`config.mk`:
```
export PLATFORM = sky130hd
export DESIGN_NAME = irt_store
export DESIGN_NICKNAME = d
export VERILOG_FILES = /design/src/hw/rtl/irt_pkg.sv /design/src/hw/rtl/irt_store.sv
export SDC_FILE = /design/constraint.sdc
export NUM_CORES = 2
export LEC_CHECK = 0
export BUFFER_PORTS_ARGS = -buffer_cell sky130_fd_sc_hd__clkbuf_2
export CAP_MARGIN = 20
export CORE_MARGIN = 8
export CORE_UTILIZATION = 40
export DETAILED_ROUTE_END_ITERATION = 10
export HOLD_SLACK_MARGIN = 0.05
export SYNTH_ARGS = -nofsm -noshare
export SYNTH_HDL_FRONTEND = slang
export SYNTH_SLANG_ARGS = --single-unit
```
`constraint.sdc`:
```
create_clock -name clk_i -period 7.35 [get_ports clk_i]
set_input_delay 0.735 -clock clk_i [delete_from_list [all_inputs] [get_ports clk_i]]
set_output_delay 0.735 -clock clk_i [all_outputs]
set_load 0.02 [all_outputs]
```
`src/hw/rtl/irt_pkg.sv`:
```
// Shared types, constants and the microcode program of the interval reservation table.
// No dependencies.
`timescale 1ns / 1ps

package irt_pkg;

  localparam int TABLE_DEPTH = 64;
  localparam int TIME_WIDTH  = 32;
  localparam int IDX_W       = $clog2(TABLE_DEPTH);
  localparam int CNT_W       = $clog2(TABLE_DEPTH + 1);
  localparam int ENTRY_W     = 2 * TIME_WIDTH;
  localparam int STEP_W      = 3;

  typedef logic [STEP_W-1:0] step_t;

  // program addresses
  localparam step_t STEP_WAIT   = 3'd0;
  localparam step_t STEP_START  = 3'd1;
  localparam step_t STEP_SCAN   = 3'd2;
  localparam step_t STEP_COMMIT = 3'd3;
  localparam step_t STEP_EMIT   = 3'd4;

  typedef enum logic [1:0] {
    ST_BOOKED   = 2'd0,
    ST_CONFLICT = 2'd1,
    ST_FULL     = 2'd2,
    ST_INVALID  = 2'd3
  } status_e;

  typedef enum logic [2:0] {
    COND_NEVER,
    COND_ACCEPT,
    COND_BAD,
    COND_EMPTY,
    COND_HIT,
    COND_LAST,
    COND_SLOT
  } cond_e;

  typedef enum logic [2:0] {
    ACT_WAIT,
    ACT_START,
    ACT_SCAN,
    ACT_COMMIT,
    ACT_EMIT
  } act_e;

  // one control word: first matching jump wins, else nxt
  typedef struct packed {
    act_e  act;
    cond_e cond_a;
    step_t tgt_a;
    cond_e cond_b;
    step_t tgt_b;
    step_t nxt;
  } ucode_t;

  // datapath status seen by the sequencer
  typedef struct packed {
    logic accept;
    logic bad;
    logic empty;
    logic hit;
    logic last;
    logic slot;
  } flags_t;

  function automatic ucode_t irt_ucode(step_t step);
    ucode_t w;
    unique case (step)
      STEP_WAIT:   w = '{ACT_WAIT,   COND_ACCEPT, STEP_START, COND_NEVER, STEP_WAIT,
                         STEP_WAIT};
      STEP_START:  w = '{ACT_START,  COND_BAD,    STEP_EMIT,  COND_EMPTY, STEP_COMMIT,
                         STEP_SCAN};
      STEP_SCAN:   w = '{ACT_SCAN,   COND_HIT,    STEP_EMIT,  COND_LAST,  STEP_COMMIT,
                         STEP_SCAN};
      STEP_COMMIT: w = '{ACT_COMMIT, COND_NEVER,  STEP_WAIT,  COND_NEVER, STEP_WAIT,
                         STEP_EMIT};
      STEP_EMIT:   w = '{ACT_EMIT,   COND_SLOT,   STEP_WAIT,  COND_NEVER, STEP_WAIT,
                         STEP_EMIT};
      default:     w = '{ACT_WAIT,   COND_NEVER,  STEP_WAIT,  COND_NEVER, STEP_WAIT,
                         STEP_WAIT};
    endcase
    return w;
  endfunction

endpackage

```
`src/hw/rtl/irt_store.sv`:
```
// Interval store: one entry holds {end, start}; one write port, one registered read port.
// Depends on irt_pkg.
`timescale 1ns / 1ps

module irt_store (
  input  logic                        clk_i,
  input  logic                        we_i,
  input  logic [irt_pkg::IDX_W-1:0]   waddr_i,
  input  logic [irt_pkg::ENTRY_W-1:0] wdata_i,
  input  logic [irt_pkg::IDX_W-1:0]   raddr_i,
  output logic [irt_pkg::ENTRY_W-1:0] rdata_o
);

  logic [irt_pkg::ENTRY_W-1:0] mem_q [irt_pkg::TABLE_DEPTH];
  logic [irt_pkg::ENTRY_W-1:0] rdata_q;

  always_ff @(posedge clk_i) begin
    if (we_i) begin
      mem_q[waddr_i] <= wdata_i;
    end
  end

  always_ff @(posedge clk_i) begin
    rdata_q <= mem_q[raddr_i];
  end

  assign rdata_o = rdata_q;

endmodule

```
# Word-level counts from Yosys, hierarchy flattened
# Memories as Yosys holds them, arrays and structs flattened. A register that Yosys moved wholly into a read port is not among the register bits.
# Index checks and enable logic that the tools add are counted.
[totals]
ramBits = 4096
reg_bits = 0
latch_bits = 0
rom_bits = 0
wordCells = 3
mem_count = 1
[classes]
bitwise_logic = 0
n_lt_le_gt_ge = 0
n_mux = 2
n_eq_ne = 0
n_mul = 0
n_div = 0
n_addsub = 0
reduce_logical = 0
n_shift = 0
[memory_table]
columns = ["name", "words", "word_bits", "read_ports", "rd_clocked_by_memory_dff", "wr", "line_no", "source"]
rows = [
  ["mem_q", 64, 64, 1, 1, 1, "irt_store.sv:14", "logic [irt_pkg::ENTRY_W-1:0] mem_q [irt_pkg::TABLE_DEPTH];"],
]
[op_table]
columns = ["cell", "count"]
rows = [
  ["$mux 1", 2],
]

# Longest topological paths before layout
[logic_depth]
word_depth = 2
ltp_mapped = 9

# Worst setup path after synthesis
# OpenSTA, ideal clock, no wires.
[synth_path]
kind = "in2reg"
start = "in waddr_i[3] (netlist name)"
end = "mem mem_q[48][0] (netlist name), enable pin"
t_arrival_ns = 5.607
slack_ns = 1.179
path_stages = 4
path_cell_list = "clkbuf_1 nor2b_1 nand4b_1 nor3_1"
[synth_lines]
columns = ["element", "line_no", "source"]
rows = [
  ["start, declared", "irt_store.sv:8", "input logic [irt_pkg::IDX_W-1:0] waddr_i,"],
  ["end, declared", "irt_store.sv:14", ""],
]
# Straight into the memory's write port.

# Worst setup path after layout
[layout_path]
start = "in waddr_i[2] (netlist name)"
end = "mem mem_q[5][13] (netlist name), enable pin"
# Straight into the memory's write port.

==> metrics.txt <==
run status finished clean; Final Max Slew Viols 0; fin area 0.179 sq mm; post-synthesis cell count 6598; # rows 229; Critical R2R Launch mem_q[11][32]; die area 0.411 sq mm; Sw Share 21.1%; sequential share of power 53.1%; Seq. cell area 0.124 sq mm; area of the multi-input gates 0.0308 sq mm; Detail Route Antenna Nets 0; RR Endpoint rdata_o[32]; clock transition at the registers of the reported paths 60 ps; drt total wl 433000 um; pre-CTS setup slack 3190 ps; Ports 142; setup_tns 0 ps; final-report setup violation count 0; Root Driver clkbuf_16; Final Util 46.0%; Port Buffers 141; share of cells above drive strength 1 29.0%; CTS resizes 0; PnR worst setup slack 4130 ps; number of synthesized flops with an enable pin 4096; hold_ws 101 ps; Required @ worst endpoint 7940 ps; Cell Area, Placed 0.165 sq mm; antenna violations before repair 35; max-cap violation count 0; worst skew pair latency 970 ps; Cell Count, Final, Fillers Out 12601; CP Class input port to flop; RSZ-0062 raised after global routing false; Comb pwr share 4.7%; Core ar. 0.389 sq mm; CTS max path bufs 4; Worst path slowest cell nor2_4; Yosys cell types 33; vias in the first global route 75667; yosys warns 0; RD Place Congestion 0.770; most common cell after layout, fill and taps aside edfxtp_1; period utilization 43.8%; CP bufs+invs 2; CTS Buf Count 410; cell family with most CP delay simple AND/OR/NAND/NOR gates; initial core utilization 40.2%; slowest cell delay on critical path 1080 ps; total gr overflow 0; post-layout net count 7126; Vias per Instance 5.91; R2R cell count 5; Hold/Removal Path Class input port to flop; CP endpoint kind flop; first-pass GRT wire length 600000 um; FF-to-FF setup slack 5240 ps; DRC viols 0; Arr. time, crit path 3810 ps; First-pass DRT Iterations 5; Syn Std Cell Area 0.156 sq mm; PD cells 278 mW/mm^2; CTS tree built; hold_sp wdata_i[55]; die width 641 um; clock network power share 42.3%; CP Max Fanout 29; Yosys reg bits 4160; Placed Cells 11795; sequential share of the synthesized area 79.5%; Min-Delay Path Depth 1; worst clock skew 43.3 ps; Die Y 641 um; hpwl dp 237000 um; H-tree depth 5; Starting DRT DRC Count 9276; CP cell instances clkbuf_2 > nor2b_1 > nand3_1 > nor2_4 > buf_4; Hold Vio Cnt, Final 0; NetSw 10.5 mW; relative slew slack 21.4%; worst slew pin tran 1180 ps; GRT Overall Usage 20.7%; Total Power 49.8 mW; largest net degree at the start of global routing 111; Synth-to-Final Area Change 14.5%; Post-synth top flop edfxtp_1; routed vias 74418; fill cell count 31976; leakage 55.5 nW; fmax 310 MHz; most frequent cells in the layout edfxtp_1 (4096), mux4_2 (1024), clkbuf_16 (420), buf_4 (178), a22oi_1 (168); crit path launch type input port; asr flop ratio synth 0%; drt wl/cell 34.4 um; Post-CTS Setup Inserts 0; clock sink count 4160; Synth Net Count 6676; Peak supply drop 0.000250 V; mean area per synthesized cell 23.7 sq um; final period demand of the worst path 3220 ps; hold path endpoint mem_q[24][55]; hold_buf cts 0; Power Internal 39.2 mW
[layout make-up]
class | count | share of cell area, %
flip-flops and latches | 4160 | 69.4
well taps | 5197 | 3.63
multi-input cells | 2049 | 17.2
clock inverters | 229 | 1.33
repair buffers | 408 | 2.18
inverters | 19 | 0.0398
clock buffers | 528 | 6.20
diodes | 11 | 0.0154
[worst max-delay path by stage]
stage	from	endpoint	slack [ps]	cells after the start
2_1_floorplan	waddr_i[3]	mem_q[48][0]	1180	4
3_3_place_gp	waddr_i[1]	mem_q[19][15]	3190	5
3_5_place_dp	waddr_i[2]	mem_q[5][23]	3190	5
4_1_cts	waddr_i[2]	mem_q[5][13]	4220	5
5_1_grt	raddr_i[0]	rdata_o[50]	4140	7
6_report	waddr_i[2]	mem_q[5][13]	4130	5
[power by group through the flow]
stage / clock [mW] / combinational (mW) / sequential (mW)
finish: 21.0 / 2.33 / 26.4
global route: 22.2 / 2.45 / 26.4
CTS: 21.3 / 2.30 / 26.4
detailed placement: 0 / 2.30 / 26.9
global placement: 0 / 2.25 / 26.9
floorplan: 0 / 1.22 / 26.9
[state kept, by name, indices dropped and copies added, names as in the netlist]
name,flops
rdata_o,64
mem_q,4096
[cell families (layout without fill, tap and decap cells)]
logic type / count (synthesis) / in the layout / synth area share, %
muxes: 1159 / 1159 / 15.6
DFF: 4160 / 4160 / 79.5
other: 0 / 11 / 0
buffers and inverters: 389 / 1184 / 1.18
AOI/OAI and AO/OA: 504 / 504 / 2.48
and+or+nand+nor: 386 / 386 / 1.24
[routing by layer]
layer	share of wire, %	GRT usage (%)
met5	0.021	0
met4	3.4	6.38
met3	7.5	3.26
met2	49	34.4
met1	40	28.1
[synth_stat cells, types with 38 or more instances]
cell	count	area share [%]
a22o_1	88	0.49
buf_2	170	0.54
mux2i_1	135	0.86
dfxtp_1	64	0.82
clkbuf_1	140	0.34
nand3_1	45	0.14
o22ai_1	83	0.33
mux4_2	1024	15
and3_1	64	0.26
nor2_1	112	0.27
o221ai_1	38	0.21
edfxtp_1	4096	79
a22oi_1	168	0.81
nand2_1	58	0.14
a211oi_1	63	0.30
Note: power is estimated with default switching activity, not from simulation.
