--- config.mk ---
export PLATFORM = sky130hd
export DESIGN_NAME = irt_seq
export DESIGN_NICKNAME = d
export VERILOG_FILES = /design/src/hw/rtl/irt_pkg.sv /design/src/hw/rtl/irt_seq.sv
export SDC_FILE = /design/constraint.sdc
export NUM_CORES = 1
export LEC_CHECK = 0
export BUFFER_PORTS_ARGS = -buffer_cell sky130_fd_sc_hd__buf_4
export CAP_MARGIN = 20
export CORE_AREA = 2 2 39 41
export DETAILED_ROUTE_END_ITERATION = 10
export DIE_AREA = 0 0 41 43
export GPL_ROUTABILITY_DRIVEN = 0
export PLACE_DENSITY = 0.37
export SKIP_CTS_REPAIR_TIMING = 1
export SLEW_MARGIN = 0
export SYNTH_ARGS = -nofsm -noshare
export SYNTH_HDL_FRONTEND = slang
export SYNTH_SLANG_ARGS = --single-unit
--- constraint.sdc ---
create_clock -name clk_i -period 2 [get_ports clk_i]
set_clock_uncertainty 0.2 [all_clocks]
set_input_delay 0.1 -clock clk_i [delete_from_list [all_inputs] [get_ports clk_i]]
set_output_delay 0.1 -clock clk_i [all_outputs]
set_load 0.005 [all_outputs]
--- src/hw/rtl/irt_pkg.sv ---
// Shared types, constants and the microcode program of the interval reservation table.
// No dependencies.
`timescale 1ns / 1ps

package irt_pkg;

  localparam int TABLE_DEPTH = 64;
  localparam int TIME_WIDTH  = 32;
  localparam int IDX_W       = $clog2(TABLE_DEPTH);
  localparam int CNT_W       = $clog2(TABLE_DEPTH + 1);
  localparam int ENTRY_W     = 2 * TIME_WIDTH;
  localparam int STEP_W      = 3;

  typedef logic [STEP_W-1:0] step_t;

  // program addresses
  localparam step_t STEP_WAIT   = 3'd0;
  localparam step_t STEP_START  = 3'd1;
  localparam step_t STEP_SCAN   = 3'd2;
  localparam step_t STEP_COMMIT = 3'd3;
  localparam step_t STEP_EMIT   = 3'd4;

  typedef enum logic [1:0] {
    ST_BOOKED   = 2'd0,
    ST_CONFLICT = 2'd1,
    ST_FULL     = 2'd2,
    ST_INVALID  = 2'd3
  } status_e;

  typedef enum logic [2:0] {
    COND_NEVER,
    COND_ACCEPT,
    COND_BAD,
    COND_EMPTY,
    COND_HIT,
    COND_LAST,
    COND_SLOT
  } cond_e;

  typedef enum logic [2:0] {
    ACT_WAIT,
    ACT_START,
    ACT_SCAN,
    ACT_COMMIT,
    ACT_EMIT
  } act_e;

  // one control word: first matching jump wins, else nxt
  typedef struct packed {
    act_e  act;
    cond_e cond_a;
    step_t tgt_a;
    cond_e cond_b;
    step_t tgt_b;
    step_t nxt;
  } ucode_t;

  // datapath status seen by the sequencer
  typedef struct packed {
    logic accept;
    logic bad;
    logic empty;
    logic hit;
    logic last;
    logic slot;
  } flags_t;

  function automatic ucode_t irt_ucode(step_t step);
    ucode_t w;
    unique case (step)
      STEP_WAIT:   w = '{ACT_WAIT,   COND_ACCEPT, STEP_START, COND_NEVER, STEP_WAIT,
                         STEP_WAIT};
      STEP_START:  w = '{ACT_START,  COND_BAD,    STEP_EMIT,  COND_EMPTY, STEP_COMMIT,
                         STEP_SCAN};
      STEP_SCAN:   w = '{ACT_SCAN,   COND_HIT,    STEP_EMIT,  COND_LAST,  STEP_COMMIT,
                         STEP_SCAN};
      STEP_COMMIT: w = '{ACT_COMMIT, COND_NEVER,  STEP_WAIT,  COND_NEVER, STEP_WAIT,
                         STEP_EMIT};
      STEP_EMIT:   w = '{ACT_EMIT,   COND_SLOT,   STEP_WAIT,  COND_NEVER, STEP_WAIT,
                         STEP_EMIT};
      default:     w = '{ACT_WAIT,   COND_NEVER,  STEP_WAIT,  COND_NEVER, STEP_WAIT,
                         STEP_WAIT};
    endcase
    return w;
  endfunction

endpackage

--- src/hw/rtl/irt_seq.sv ---
// Microcode sequencer: step counter, program ROM lookup and conditional jumps.
// Depends on irt_pkg.
`timescale 1ns / 1ps

module irt_seq (
  input  logic             clk_i,
  input  logic             rst_ni,
  input  irt_pkg::flags_t  flags_i,
  output irt_pkg::act_e    act_o
);

  irt_pkg::step_t  step_q, step_d;
  irt_pkg::ucode_t word;

  function automatic logic cond_true(irt_pkg::cond_e c, irt_pkg::flags_t f);
    logic r;
    unique case (c)
      irt_pkg::COND_NEVER:  r = 1'b0;
      irt_pkg::COND_ACCEPT: r = f.accept;
      irt_pkg::COND_BAD:    r = f.bad;
      irt_pkg::COND_EMPTY:  r = f.empty;
      irt_pkg::COND_HIT:    r = f.hit;
      irt_pkg::COND_LAST:   r = f.last;
      irt_pkg::COND_SLOT:   r = f.slot;
      default:              r = 1'b0;
    endcase
    return r;
  endfunction

  always_ff @(posedge clk_i or negedge rst_ni) begin
    if (!rst_ni) begin
      step_q <= irt_pkg::STEP_WAIT;
    end else begin
      step_q <= step_d;
    end
  end

  always_comb begin
    word = irt_pkg::irt_ucode(step_q);
    if (cond_true(word.cond_a, flags_i)) begin
      step_d = word.tgt_a;
    end else if (cond_true(word.cond_b, flags_i)) begin
      step_d = word.tgt_b;
    end else begin
      step_d = word.nxt;
    end
  end

  assign act_o = word.act;

endmodule

# After elaboration in Yosys (flattened, before gate mapping)
# Cells that the tools add are included.
# totals
reg_bits	3
ram_bits	0
romBits	0
latch_bits	0
word_cells	24
mem_count	0
inputBits	8
# op_classes
n_bitwise	0
multipliers	0
addsub	0
shifts	0
n_mux	6
n_reduce_logical	1
div	0
n_lt_le_gt_ge	0
n_eq_ne	16
# op_table
operator	n
case mux 18 bit (5 select lines)	1
== test 3 bit, second input constant	7
== test 3 x 2 -> 1 bit, second input constant	6
case mux 1 bit (6 select lines)	2
== test 3 x 1 -> 1 bit, second input constant	3
2-to-1 mux 3 bit	2
zero test 3 bit	1
2-to-1 mux 1 bit	1

# Logic depth before layout (Yosys ltp)
# Gate-level depths: netlist of the first run.
# logic_depth
depth_word	7
depth_mapped	3
ltp_nobuf	3

# Worst setup path after synthesis of the first run
# Ideal clock, no wire load.
# synth_path
kind	register to register
start	reg step_q[0]
end	reg step_q[0]
slack_ns	0.887
n_path_buf	0
setup_ns	0.078
arrival_time_ns	0.835
synth_period_minus_slack_ns	1.113
required_ns	1.722
path_stages_with_launch	4
path_cell_list	dfrtp_1 > nor4bb_1 > a31oi_1 > a21oi_1
# synth_via
elab_chain_len	7
# synth_rtl
element	line_no	source
from (decl)	irt_seq.sv:12	irt_pkg::step_t step_q, step_d;
from (signal assigned)	irt_seq.sv:32	step_q <= irt_pkg::STEP_WAIT;
from (signal assigned)	irt_seq.sv:34	step_q <= step_d;
== test 3 bit (tied with other cells)	irt_pkg.sv:70	unique case (step)
case mux 18 bit (5 select lines) (*)	irt_pkg.sv:70	
== test 3 bit (tied with other cells)	irt_seq.sv:17	unique case (c)
case mux 1 bit (6 select lines)	irt_seq.sv:17	
2-to-1 mux 1 bit	irt_seq.sv:40	if (cond_true(word.cond_a, flags_i)) begin
2-to-1 mux 3 bit	irt_seq.sv:42	end else if (cond_true(word.cond_b, flags_i)) begin
2-to-1 mux 3 bit (*)	irt_seq.sv:40	
net step_d[0]	irt_seq.sv:12	
# The timed path passes the listed nets; every way through them passes the cells marked *. The select of a mux whose other input is x is not followed.

# Worst setup path in the final report of the first run
# layout_path
start	reg step_q[0]
end	out act_o[2]
# layout_via
elab_chain_len	2
# layout_rtl
element	line_no	source
== test 3 bit (tied with other cells)	irt_pkg.sv:70	
case mux 18 bit (5 select lines) (*)	irt_pkg.sv:70	
to (decl)	irt_seq.sv:9	output irt_pkg::act_e act_o
# Every way passes the cells marked *; elsewhere a longest branch is shown, timed or not.

==> results of run 1 <==
[cells by family (layout without fill, tap and decap cells)]
| group | count (synthesis) | in the layout | synth area share [%] |
|---|---|---|---|
| and+or+nand+nor | 9 | 9 | 30.0 |
| AOI/OAI and AO/OA | 6 | 6 | 21.5 |
| DFF | 3 | 3 | 46.2 |
| buffers and inverters | 1 | 19 | 2.31 |
[how the worst max path moves through the flow]
stage	to	slack, ps	startpoint	depth (start not counted)
floorplan	step_q[0]	890	step_q[0]	3
global placement	step_q[0]	760	step_q[0]	3
detailed placement	step_q[0]	770	step_q[0]	3
CTS	act_o[2]	630	step_q[0]	4
global route	act_o[2]	560	step_q[0]	4
finish	act_o[2]	650	step_q[0]	4
[worst min-delay path, stage by stage]
cell                      delay [ps]
sky130_fd_sc_hd__buf_4            90
sky130_fd_sc_hd__a21oi_1          60
sky130_fd_sc_hd__o22ai_1         120
[synthesized netlist by cell type]
master / n
sky130_fd_sc_hd__o21a_1: 1
sky130_fd_sc_hd__o22ai_1: 1
sky130_fd_sc_hd__nand2_1: 2
sky130_fd_sc_hd__nor2b_1: 2
sky130_fd_sc_hd__a21oi_1: 3
sky130_fd_sc_hd__nor2_1: 3
sky130_fd_sc_hd__nor4bb_1: 1
sky130_fd_sc_hd__a31oi_1: 1
sky130_fd_sc_hd__dfrtp_1: 3
sky130_fd_sc_hd__nor3b_1: 1
sky130_fd_sc_hd__inv_1: 1
[power by group through the flow]
stage / Clock (mW) / Sequential, mW / Combinational [mW]
2_1_floorplan: 0 / 0.116 / 0.0737
5_1_grt: 0.118 / 0.133 / 0.153
3_5_place_dp: 0 / 0.125 / 0.133
6_report: 0.106 / 0.125 / 0.135
4_1_cts: 0.111 / 0.125 / 0.133
3_3_place_gp: 0 / 0.126 / 0.132
[layout make-up]
cell class	count	area [sq um]	share of cell area, %
Clock buffer	4	26.3	8.11
Inverter	1	3.75	1.16
Multi-Input combinational cell	15	83.8	25.9
Sequential cell	3	75.1	23.2
Tap cell	16	20.0	6.18
Timing Repair Buffer	14	115	35.5
[per-stage QoR]
stage	setup WS, ps	hold slack [ps]	area [sq um]	cells	util, %
after floorplan	887	-396	163	19	-
after global placement	761	-309	258	45	18.6
after detailed placement	774	-308	258	45	18.6
after CTS	632	-557	284	49	20.5
after global routing	559	19.8	324	53	23.4
final	647	2.92	324	53	23.4
[cell usage in the layout, fill, tap and decap left out, drive strengths merged]
cell         count
buf             10
nand2            2
dfrtp            3
dlygate4sd3      4
clkbuf           4
o21a             1
o22ai            1
nor4bb           1
a31oi            1
nor3b            1
a21oi            3
nor2             3
nor2b            2
inv              1
[per-layer routing]
| layer | vias to the layer above | GRT usage (%) | wire length, microns |
|---|---|---|---|
| met4 | 0 | 6.00 | 0 |
| met1 | 86 | 8.09 | 196 |
| li1 | 102 | - | - |
| met3 | 0 | 3.14 | 55 |
| met5 | - | 0 | 0 |
| met2 | 8 | 7.19 | 191 |
==> impl_results.md, run 1 <==
* Status: complete, no violations
* Cell type group with the largest total delay on the critical path: flip-flops
* Endpoint of the worst register-to-register path: step_q[0]
* Number of design rule violations left after detail routing at 0
* Number of max-slew violations in the final report at 0
* Number of flip-flops in the largest register at 3
* Final Hold Violating Endpoints at 0
* Sum of buffers and inverters on the critical path at 2
* Category of the critical setup timing path: flip-flop to primary output
* Clock Latency Late Sink at 230 ps
* Register with the highest flop count: step_q
* Registers with the highest flip-flop counts: step_q (3)
* Worst Hold Path EP: step_q[2]
* Proportion of power drawn by combinational gates at 37.0%
* Part of the cycle the worst path needs at 67.6%
* TritonCTS clock tree: done
* Detailed Route Iter0 Violations at 0
* Min-Delay Startpoint: flags_i[2]
* Class of the tightest hold or removal check: primary input to flip-flop
* Internal cell power at roughly 0.24 mW
* Area of the die at between 0.0015 and 0.002 sq mm
* Area added between synthesis and finish at 99.2%
* Distinct cell type count after synthesis at 11
* Proportion of total power due to net switching at around 33%
* Global-route wire length before repair at between 700 and 800 microns
* Average size of a mapped cell at about 8.6 sq um
* Deepest clock path buffer count at 2
* CTS clock-pin slew for the worst setup and hold paths at 40 ps
* Worst-path cell with the longest stage delay: sky130_fd_sc_hd__dfrtp_1
* Total clock sinks at 3
* Fill count at about 160
* Post-Synthesis Cell Area at approximately 160 sq um
* Worst setup slack for register-to-register paths at between 700 and 800 ps
* Setup repair after global routing missed its margin: false
* Startpoint class of the critical path: flip-flop
* Worst VDD drop at 0.263 mV
* Antenna violations before repair at 0
* Post-synthesis cell type with the largest combined area: sky130_fd_sc_hd__dfrtp_1
* Data required, critical path at ~1700 ps
* Pin count of the biggest net entering global routing at 8
* Minimum period implied by the final worst setup slack at around 1400 ps
* Number of global-route vias before repair at between 150 and 200
* Post-synthesis sequential area ratio at a little under half
* Die outline width at roughly 41 microns
* Cell Chain, Critical Path: nor2_1 -> nand2_1 -> inv_1 -> buf_4
* Yosys top cell area share at between 40% and 50%
* Standby leakage power at approximately 0.16 nW
* Largest fanout on the critical path at 7
* Via count at ~200
* Slew at the pin closest to its max-slew limit at 230 ps
* Hold-critical path depth at 3
* Core ar. at approximately 0.0014 sq mm
* Vias per std cell at 3.70
* Maximum operating frequency at 739 MHz
* Highest cell delay on the worst timing path at between 400 and 500 ps
* Library cell used as clock root buffer: sky130_fd_sc_hd__clkbuf_4
* Power after layout at about 0.37 mW
* Net switching power figure at 0.122 mW
* Final global-route overflow total at 0
* Final TNS setup at 0 ps
* Ant. Diodes at 0
* Max-capacitance violation count at 0
* Initial core utilization at between 10% and 20%
* Cells after synthesis at 19
* Max-slew headroom at the worst pin at between 80% and 90%
* Count of synthesis-stage warnings from yosys at 0
* Number of H-tree levels at 1
* Final ANT Viol Nets at 0
* Routed wire length at about 440 microns
* Chip Height at between 40 and 50 microns
* Share of total power in the clock network at 28.9%
* Net total in the final layout at between 40 and 50
* Syn_nets at 27
* Pwr/cell area at between 1000 and 1500 mW/mm^2
* Layout cells sized above 1 at about a third
* Detailed Routing Iterations Pass 1 at 1
* CTS buffer count at 3
* Standard-cell rows at 14
* Ports at 11
* Post-synthesis register bit count at 3
* Cell types with the largest area share after synthesis: sky130_fd_sc_hd__dfrtp_1 (46%), sky130_fd_sc_hd__a21oi_1 (9.2%), sky130_fd_sc_hd__nor2b_1 (7.7%), sky130_fd_sc_hd__nor2_1 (6.9%), sky130_fd_sc_hd__nor4bb_1 (6.2%)
* Worst flop-to-flop path startpoint: step_q[0]
* Average routed wire per standard cell at approximately 8.4 microns
* Half-perimeter wire length after detailed placement at 340 microns
* Buffers added on ports at 10
* Critical Path Sink Type: primary output
* Critical path arrival at approximately 1100 ps
* Sequential Power Share at between 30% and 40%
* Count of final setup violators at 0
* Overall Global Routing Usage at under 10%
* Cell count of the worst reg-to-reg path at 3
Note: power is estimated with default switching activity, not from simulation.
==> run 2: changes to the inputs <==
- PLACE_DENSITY: 0.37 -> 0.38
- clock period: 2 -> 1.2 ns (I/O delays scaled with it)
==> run 2 against run 1 <==
The run now ends with hold timing, setup timing left. Sequential share of layout area decreased by 2.4 points. Core utilization increased by 3.6 points. Global-route usage increased by 0.21 points. Design area increased by 15%. Non-clock buffer count increased by 3. Critical endpoint unchanged. Largest power group unchanged.
==> impl_results.md, run 2 (synthesis results as in run 1) <==
* Worst hold-check slack at -33.5 ps (-36.4 ps)
* Largest fanout on the critical path at 7 (unchanged)
* Standby leakage power at 0.170 nW (+7.9%)
* Vias per std cell at 3.77 (+1.9%)
* Net total in the final layout at 49 (+6.5%)
* Number of design rule violations left after detail routing at 0 (unchanged)
* Proportion of power drawn by combinational gates at 42.4% (+5.4 points)
* End-of-flow core utilization at 27.0% (+3.6 points)
* Critical path arrival at 1010 ps (-40 ps)
* Buffers added on ports at 10 (unchanged)
* Final design area excluding fillers at 374 sq um (+15%)
* Routed wire length at 519 microns (+17%)
* Deepest clock path buffer count at 2 (unchanged)
* Layout cells sized above 1 at 50.0% (+15 points)
* Net switching power figure at 0.242 mW (+99%)
* Startpoint class of the critical path: flip-flop
* Category of the critical setup timing path: flip-flop to primary output
* Share of total power in the clock network at 25.2% (-3.7 points)
* Max-capacitance violation count at 0 (unchanged)
* Number of max-slew violations in the final report at 0 (unchanged)
* Number of global-route vias before repair at 167 (-11%)
* Final TNS setup at -166 ps (-166 ps)
* Antenna violations before repair at 0 (unchanged)
* Ports at 11 (unchanged)
* Total length of routed met3 wires at 65 microns (+18%)
* Detailed Routing Iterations Pass 1 at 2 (+1)
* Average routed wire per standard cell at 9.27 microns (+11%)
* Detail Route met2 WL at 239 microns (+25%)
* Pin count of the biggest net entering global routing at 8 (unchanged)
* Overall Global Routing Usage at 6.55% (+0.21 points)
* Total clock sinks at 3 (unchanged)
* Area added between synthesis and finish at 130%
* Most common cell after layout, fill and taps aside: sky130_fd_sc_hd__buf_4
* Number of H-tree levels at 1 (unchanged)
* Class of the tightest hold or removal check: primary input to flip-flop
* Half-perimeter wire length after detailed placement at 365 microns (+7.3%)
* Final ANT Viol Nets at 0 (unchanged)
* Pwr/cell area at 1880 mW/mm^2 (+67%)
* Top library cells by usage in the layout, fill and taps aside: sky130_fd_sc_hd__buf_4 (10), sky130_fd_sc_hd__dlygate4sd3_1 (6), sky130_fd_sc_hd__a21oi_1 (3), sky130_fd_sc_hd__clkbuf_4 (3)
* Minimum period implied by the final worst setup slack at 1270 ps
* Register with the highest flop count: step_q
* Via count at 211 (+7.7%)
* CTS clock-pin slew for the worst setup and hold paths at 40 ps (about the same)
* Final Hold Violating Endpoints at 1 (+1)
* Sequential Power Share at 32.4% (-1.7 points)
* Global-route wire length before repair at 655 microns (-8.6%)
* Ant. Diodes at 0 (unchanged)
* Post-route setup slack at -68.6 ps (-716 ps)
* Chip Height at 43 microns (unchanged)
* Detailed-routing wirelength on met1 at 215 microns (+9.7%)
* Registers with the highest flip-flop counts: step_q (3)
* Worst VDD drop at 0.477 mV (+81%)
* Count of final setup violators at 6 (+6)
* Standard-cell rows at 14 (unchanged)
* CTS buffer count at 3 (unchanged)
* Number of flip-flops in the largest register at 3 (unchanged)
* Initial core utilization at 11.8% (unchanged)
* Internal cell power at 0.461 mW (+89%)
* Proportion of total power due to net switching at 34.5% (+1.1 points)
* Clock Latency Late Sink at 230 ps (about the same)
* Part of the cycle the worst path needs at 106%
* Status: finished, violations left
* Core ar. at 0.00138 sq mm (unchanged)
* Area of the die at 0.00176 sq mm (unchanged)
* Library cell used as clock root buffer: sky130_fd_sc_hd__clkbuf_4
* Setup repair after global routing missed its margin: true
* Max-slew headroom at the worst pin at 84.8% (+0.33 points)
* Uppermost layer routed: met3
* Die outline width at 41 microns (unchanged)
* Data required, critical path at 940 ps (-760 ps)
* Slew at the pin closest to its max-slew limit at 225 ps (-5.11 ps)
* Critical Path Sink Type: primary output
* Final global-route overflow total at 0 (unchanged)
* Violations in the final reports: hold timing, setup timing
* Maximum operating frequency at approximately 790 MHz
* TritonCTS clock tree: done
* Detailed Route Iter0 Violations at 2 (+2)
* Instance area after placement at 258 sq um (unchanged)
-- run 2: critical path, stage by stage, from the launching register on --
cell,delay [ps]
sky130_fd_sc_hd__dfrtp_2,440
sky130_fd_sc_hd__nor2_4,130
sky130_fd_sc_hd__nand2_2,70
sky130_fd_sc_hd__inv_2,60
sky130_fd_sc_hd__buf_6,80
-- run 2: path summary, 6_finish.rpt --
kind / endpoint / start / slack (ps) / cells after the start
max in group asynchronous: step_q[0] / rst_ni / 130 / 3
worst min-delay path: step_q[1] / flags_i[4] / -30 / 4
min in group asynchronous: step_q[1] / rst_ni / 510 / 3
worst max register to register: step_q[2] / step_q[0] / -40 / 4
worst min register to register: step_q[1] / step_q[2] / 330 / 1
worst max-delay path: act_o[2] / step_q[1] / -70 / 4
-- run 2: routing by layer --
layer,global-route usage (%),vias to the layer above
li1,-,109
met1,7.47,92
met2,5.63,10
met3,6.28,0
met4,8.00,0
met5,0,-
-- run 2: per-stage QoR --
stage          setup slack, ps  std cells  total power [mW]  hold WS (ps)
6_report                 -68.6         56             0.704         -33.5
5_1_grt                   -137         56             0.767         0.103
4_1_cts                   -144         49             0.621          -604
3_5_place_dp             -51.3         45             0.429          -346
3_3_place_gp             -2.06         45             0.425          -347
2_1_floorplan             87.1         19             0.316          -436
-- run 2: layout make-up --
class | count | area (sq um)
fill | 159 | 1010
sequential | 3 | 77.6
inverter | 1 | 3.75
timing repair buffer | 17 | 146
multi-input combinational | 15 | 100
clock buffer | 4 | 26.3
tap | 16 | 20.0
-- run 2: power groups by stage --
stage / registers, mW / logic, mW / clock network (mW)
after floorplan: 0.193 / 0.123 / 0
after global placement: 0.206 / 0.219 / 0
after detailed placement: 0.207 / 0.221 / 0
after CTS: 0.206 / 0.222 / 0.193
after global routing: 0.238 / 0.334 / 0.195
final: 0.228 / 0.298 / 0.178
==> run 3: changes to the inputs <==
- ABC_AREA: not set -> 1
- CTS_CLUSTER_SIZE: not set -> 24
- PLACE_DENSITY: 0.38 -> 0.43
==> run 3 against run 2 <==
The flow still finishes with violations (hold timing, setup timing). Largest power group unchanged. Count of clock-buffer cells in the layout unchanged. Cell count grew 36%. Largest cell class unchanged. Die area did not move. Core utilization grew 9.0 points. Flip-flop and latch count stayed put. Design area up 33%. Sequential power shrank 6%. Highest routed layer is now met4. Synthesized area up 40%. Setup slack lost 97 ps.
==> impl_results.md, run 3 <==
* Class of the tightest hold or removal check: primary input to flip-flop
* Routed wire length at 657 microns (+27%)
* Startpoint class of the critical path: flip-flop
* Final Hold Violating Endpoints at 2 (+1)
* Part of the cycle the worst path needs at 114% (+8.1 points)
* Top library cells by usage in the layout, fill and taps aside: sky130_fd_sc_hd__buf_4 (15), sky130_fd_sc_hd__nand2_1 (8), sky130_fd_sc_hd__dlygate4sd3_1 (5), sky130_fd_sc_hd__buf_6 (4)
* CP startpoint: step_q[1]
* Power after layout at 0.999 mW (+42%)
* Area of the die at 0.00176 sq mm (unchanged)
* Average size of a mapped cell at 7.12 sq um (-17%)
* Pwr/cell area at 2000 mW/mm^2 (+6.4%)
* Antenna violations before repair at 0 (unchanged)
* Hold-critical path depth at 4 (unchanged)
* Count of final setup violators at 6 (unchanged)
* TritonCTS clock tree: done
* Distinct cell type count after synthesis at 13 (+2)
* Final TNS setup at -577 ps (-411 ps)
* Half-perimeter wire length after detailed placement at 497 microns (+36%)
* Number of design rule violations left after detail routing at 0 (unchanged)
* Standard-cell rows at 14 (unchanged)
* Standby leakage power at 0.248 nW (+46%)
* Syn_nets at 40 (+48%)
* Slew at the pin closest to its max-slew limit at 150 ps (-75.6 ps)
* Critical Path Sink Type: primary output
* Post-synthesis cell type with the largest combined area: sky130_fd_sc_hd__dfrtp_1
* Buffers added on ports at 10 (unchanged)
* Final design area excluding fillers at 499 sq um (+33%)
* Final global-route overflow total at 0 (unchanged)
* Worst Hold Path EP: step_q[0]
* Post-route setup slack at -166 ps (-97.5 ps)
* Initial core utilization at 16.5% (+4.7 points)
* Library cell used as clock root buffer: sky130_fd_sc_hd__clkbuf_4
* Top-count cell post-synth: sky130_fd_sc_hd__nand2_1
* Fraction of registers with async set/reset at 100% (unchanged)
* Violations in the final reports: hold timing, setup timing
* Number of flops mapped to enable cells by yosys at 0 (unchanged)
* Setup repair after global routing missed its margin: true
* Layout cells sized above 1 at 61.7% (+12 points)
* End-of-flow core utilization at 36.1% (+9.0 points)
* Die outline width at 41 microns (unchanged)
* Net total in the final layout at 69 (+41%)
* Number of global-route vias before repair at 243 (+46%)
* Max-slew headroom at the worst pin at 90.0% (+5.3 points)
* Ant. Diodes at 0 (unchanged)
* Average routed wire per standard cell at 8.64 microns (-6.7%)
* Core ar. at 0.00138 sq mm (unchanged)
* Deepest clock path buffer count at 2 (unchanged)
* Critical path arrival at 1110 ps (+100 ps)
* Post-synthesis sequential area ratio at 33.0% (-13 points)
* Clock Latency Late Sink at 230 ps (about the same)
* Detailed Route Iter0 Violations at 0 (-2)
* Worst flop-to-flop path startpoint: step_q[0]
* Global-route wire length before repair at 952 microns (+45%)
* Cell count of the worst reg-to-reg path at 6 (+2)
* Pin count of the biggest net entering global routing at 6 (-2)
* Post-synthesis register bit count at 3 (unchanged)
* Total placed cells including tap cells at 66 (+47%)
* Yosys top cell area share at 33.0% (-13 points)
* Count of synthesis-stage warnings from yosys at 0 (unchanged)
* Minimum period implied by the final worst setup slack at 1370 ps (+97.5 ps)
* Number of flip-flops in the largest register at 3 (unchanged)
* Via count at 295 (+40%)
* Registers with the highest flip-flop counts: step_q (3)
* Total area of multi-input combinational cells at 154 sq um (+54%)
* Cell types with the largest area share after synthesis: sky130_fd_sc_hd__dfrtp_1 (33%), sky130_fd_sc_hd__nand2_1 (13%), sky130_fd_sc_hd__nand3_2 (8.8%), sky130_fd_sc_hd__nor2_2 (8.2%), sky130_fd_sc_hd__nand3_1 (6.6%)
* Pre-CTS setup slack at -83.7 ps (-32.3 ps)
* Post-Synthesis Cell Area at 228 sq um (+40%)
* Fill count at 146 (-8.2%)
* CTS buffer count at 3 (unchanged)
* Vias per std cell at 3.88 (+3.0%)
* Most common flop cell mapped by yosys: sky130_fd_sc_hd__dfrtp_1
* Number of H-tree levels at 1 (unchanged)
* Number of max-slew violations in the final report at 0 (unchanged)
* Max-capacitance violation count at 0 (unchanged)
* Endpoint of the worst register-to-register path: step_q[2]
* Worst VDD drop at 0.585 mV (+22%)
* Overall Global Routing Usage at 9.15% (+2.6 points)
* Status: finished, violations left
* CTS clock-pin slew for the worst setup and hold paths at 40 ps (about the same)
* Detailed Routing Iterations Pass 1 at 1 (-1)
* Instance area after placement at 392 sq um (+52%)
* Chip Height at 43 microns (unchanged)
* Data required, critical path at 940 ps (about the same)
* Worst hold-check slack at -13.0 ps (+20.4 ps)
* Category of the critical setup timing path: flip-flop to primary output
* Area added between synthesis and finish at 119%
* Post-route insts no fill at 76 (+36%)
* Final ANT Viol Nets at 0 (unchanged)
* Seq. cell area at 77.6 sq um (unchanged)
* Cells after synthesis at 32 (+13)
* Total clock sinks at 3 (unchanged)
* Most common cell after layout, fill and taps aside: sky130_fd_sc_hd__buf_4
* Min-Delay Startpoint: flags_i[5]
* Maximum operating frequency at 732 MHz (-7.1%)
* Largest fanout on the critical path at 3 (-4)
* Worst setup slack for register-to-register paths at -80 ps (-40 ps)
* Ports at 11 (unchanged)
* Register with the highest flop count: step_q
run 3: kinds of logic (layout without fill, tap and decap cells):
logic type | Yosys count | in the layout | synth area share (%)
simple gates | 24 | 24 | 57.7
buf+inv | 3 | 31 | 4.94
compound gates | 2 | 2 | 4.39
flops | 3 | 3 | 33.0
run 3: worst max-delay path by stage:
stage / end / slack, ps / depth (start not counted)
2_1_floorplan: step_q[2] / 10 / 6
3_3_place_gp: step_q[2] / -70 / 6
3_5_place_dp: step_q[2] / -80 / 6
4_1_cts: act_o[1] / -220 / 5
5_1_grt: act_o[1] / -220 / 5
6_report: act_o[1] / -170 / 5
run 3: layout make-up:
| class | count | area share, % |
|---|---|---|
| Sequential cell | 3 | 15.5 |
| Inverter | 3 | 2.76 |
| Clock buffer | 4 | 5.26 |
| Timing Repair Buffer | 24 | 41.6 |
| Multi-Input combinational cell | 26 | 30.8 |
| Tap cell | 16 | 4.01 |
run 3: metal layers:
metal	routed length [microns]	up-vias	part of all wire [%]	track usage, %
met5	0	-	0	0
li1	-	164	-	-
met2	302	5	46	11.3
met3	29	2	4.4	6.28
met1	307	124	47	10.0
met4	17	0	2.6	8.00
run 3: worst max-delay path, stage by stage (launching register included):
cell,delay [ps]
sky130_fd_sc_hd__dfrtp_1,390
sky130_fd_sc_hd__inv_2,70
sky130_fd_sc_hd__nor2_4,140
sky130_fd_sc_hd__buf_6,110
sky130_fd_sc_hd__buf_6,80
sky130_fd_sc_hd__buf_6,80
run 3: power by group:
group          internal, mW  leakage (nW)  total [mW]  switching (mW)
combinational         0.338         0.197       0.603           0.265
clock                 0.125        0.0150       0.181          0.0564
sequential            0.146        0.0363       0.214          0.0679
total                 0.610         0.248       0.999           0.389
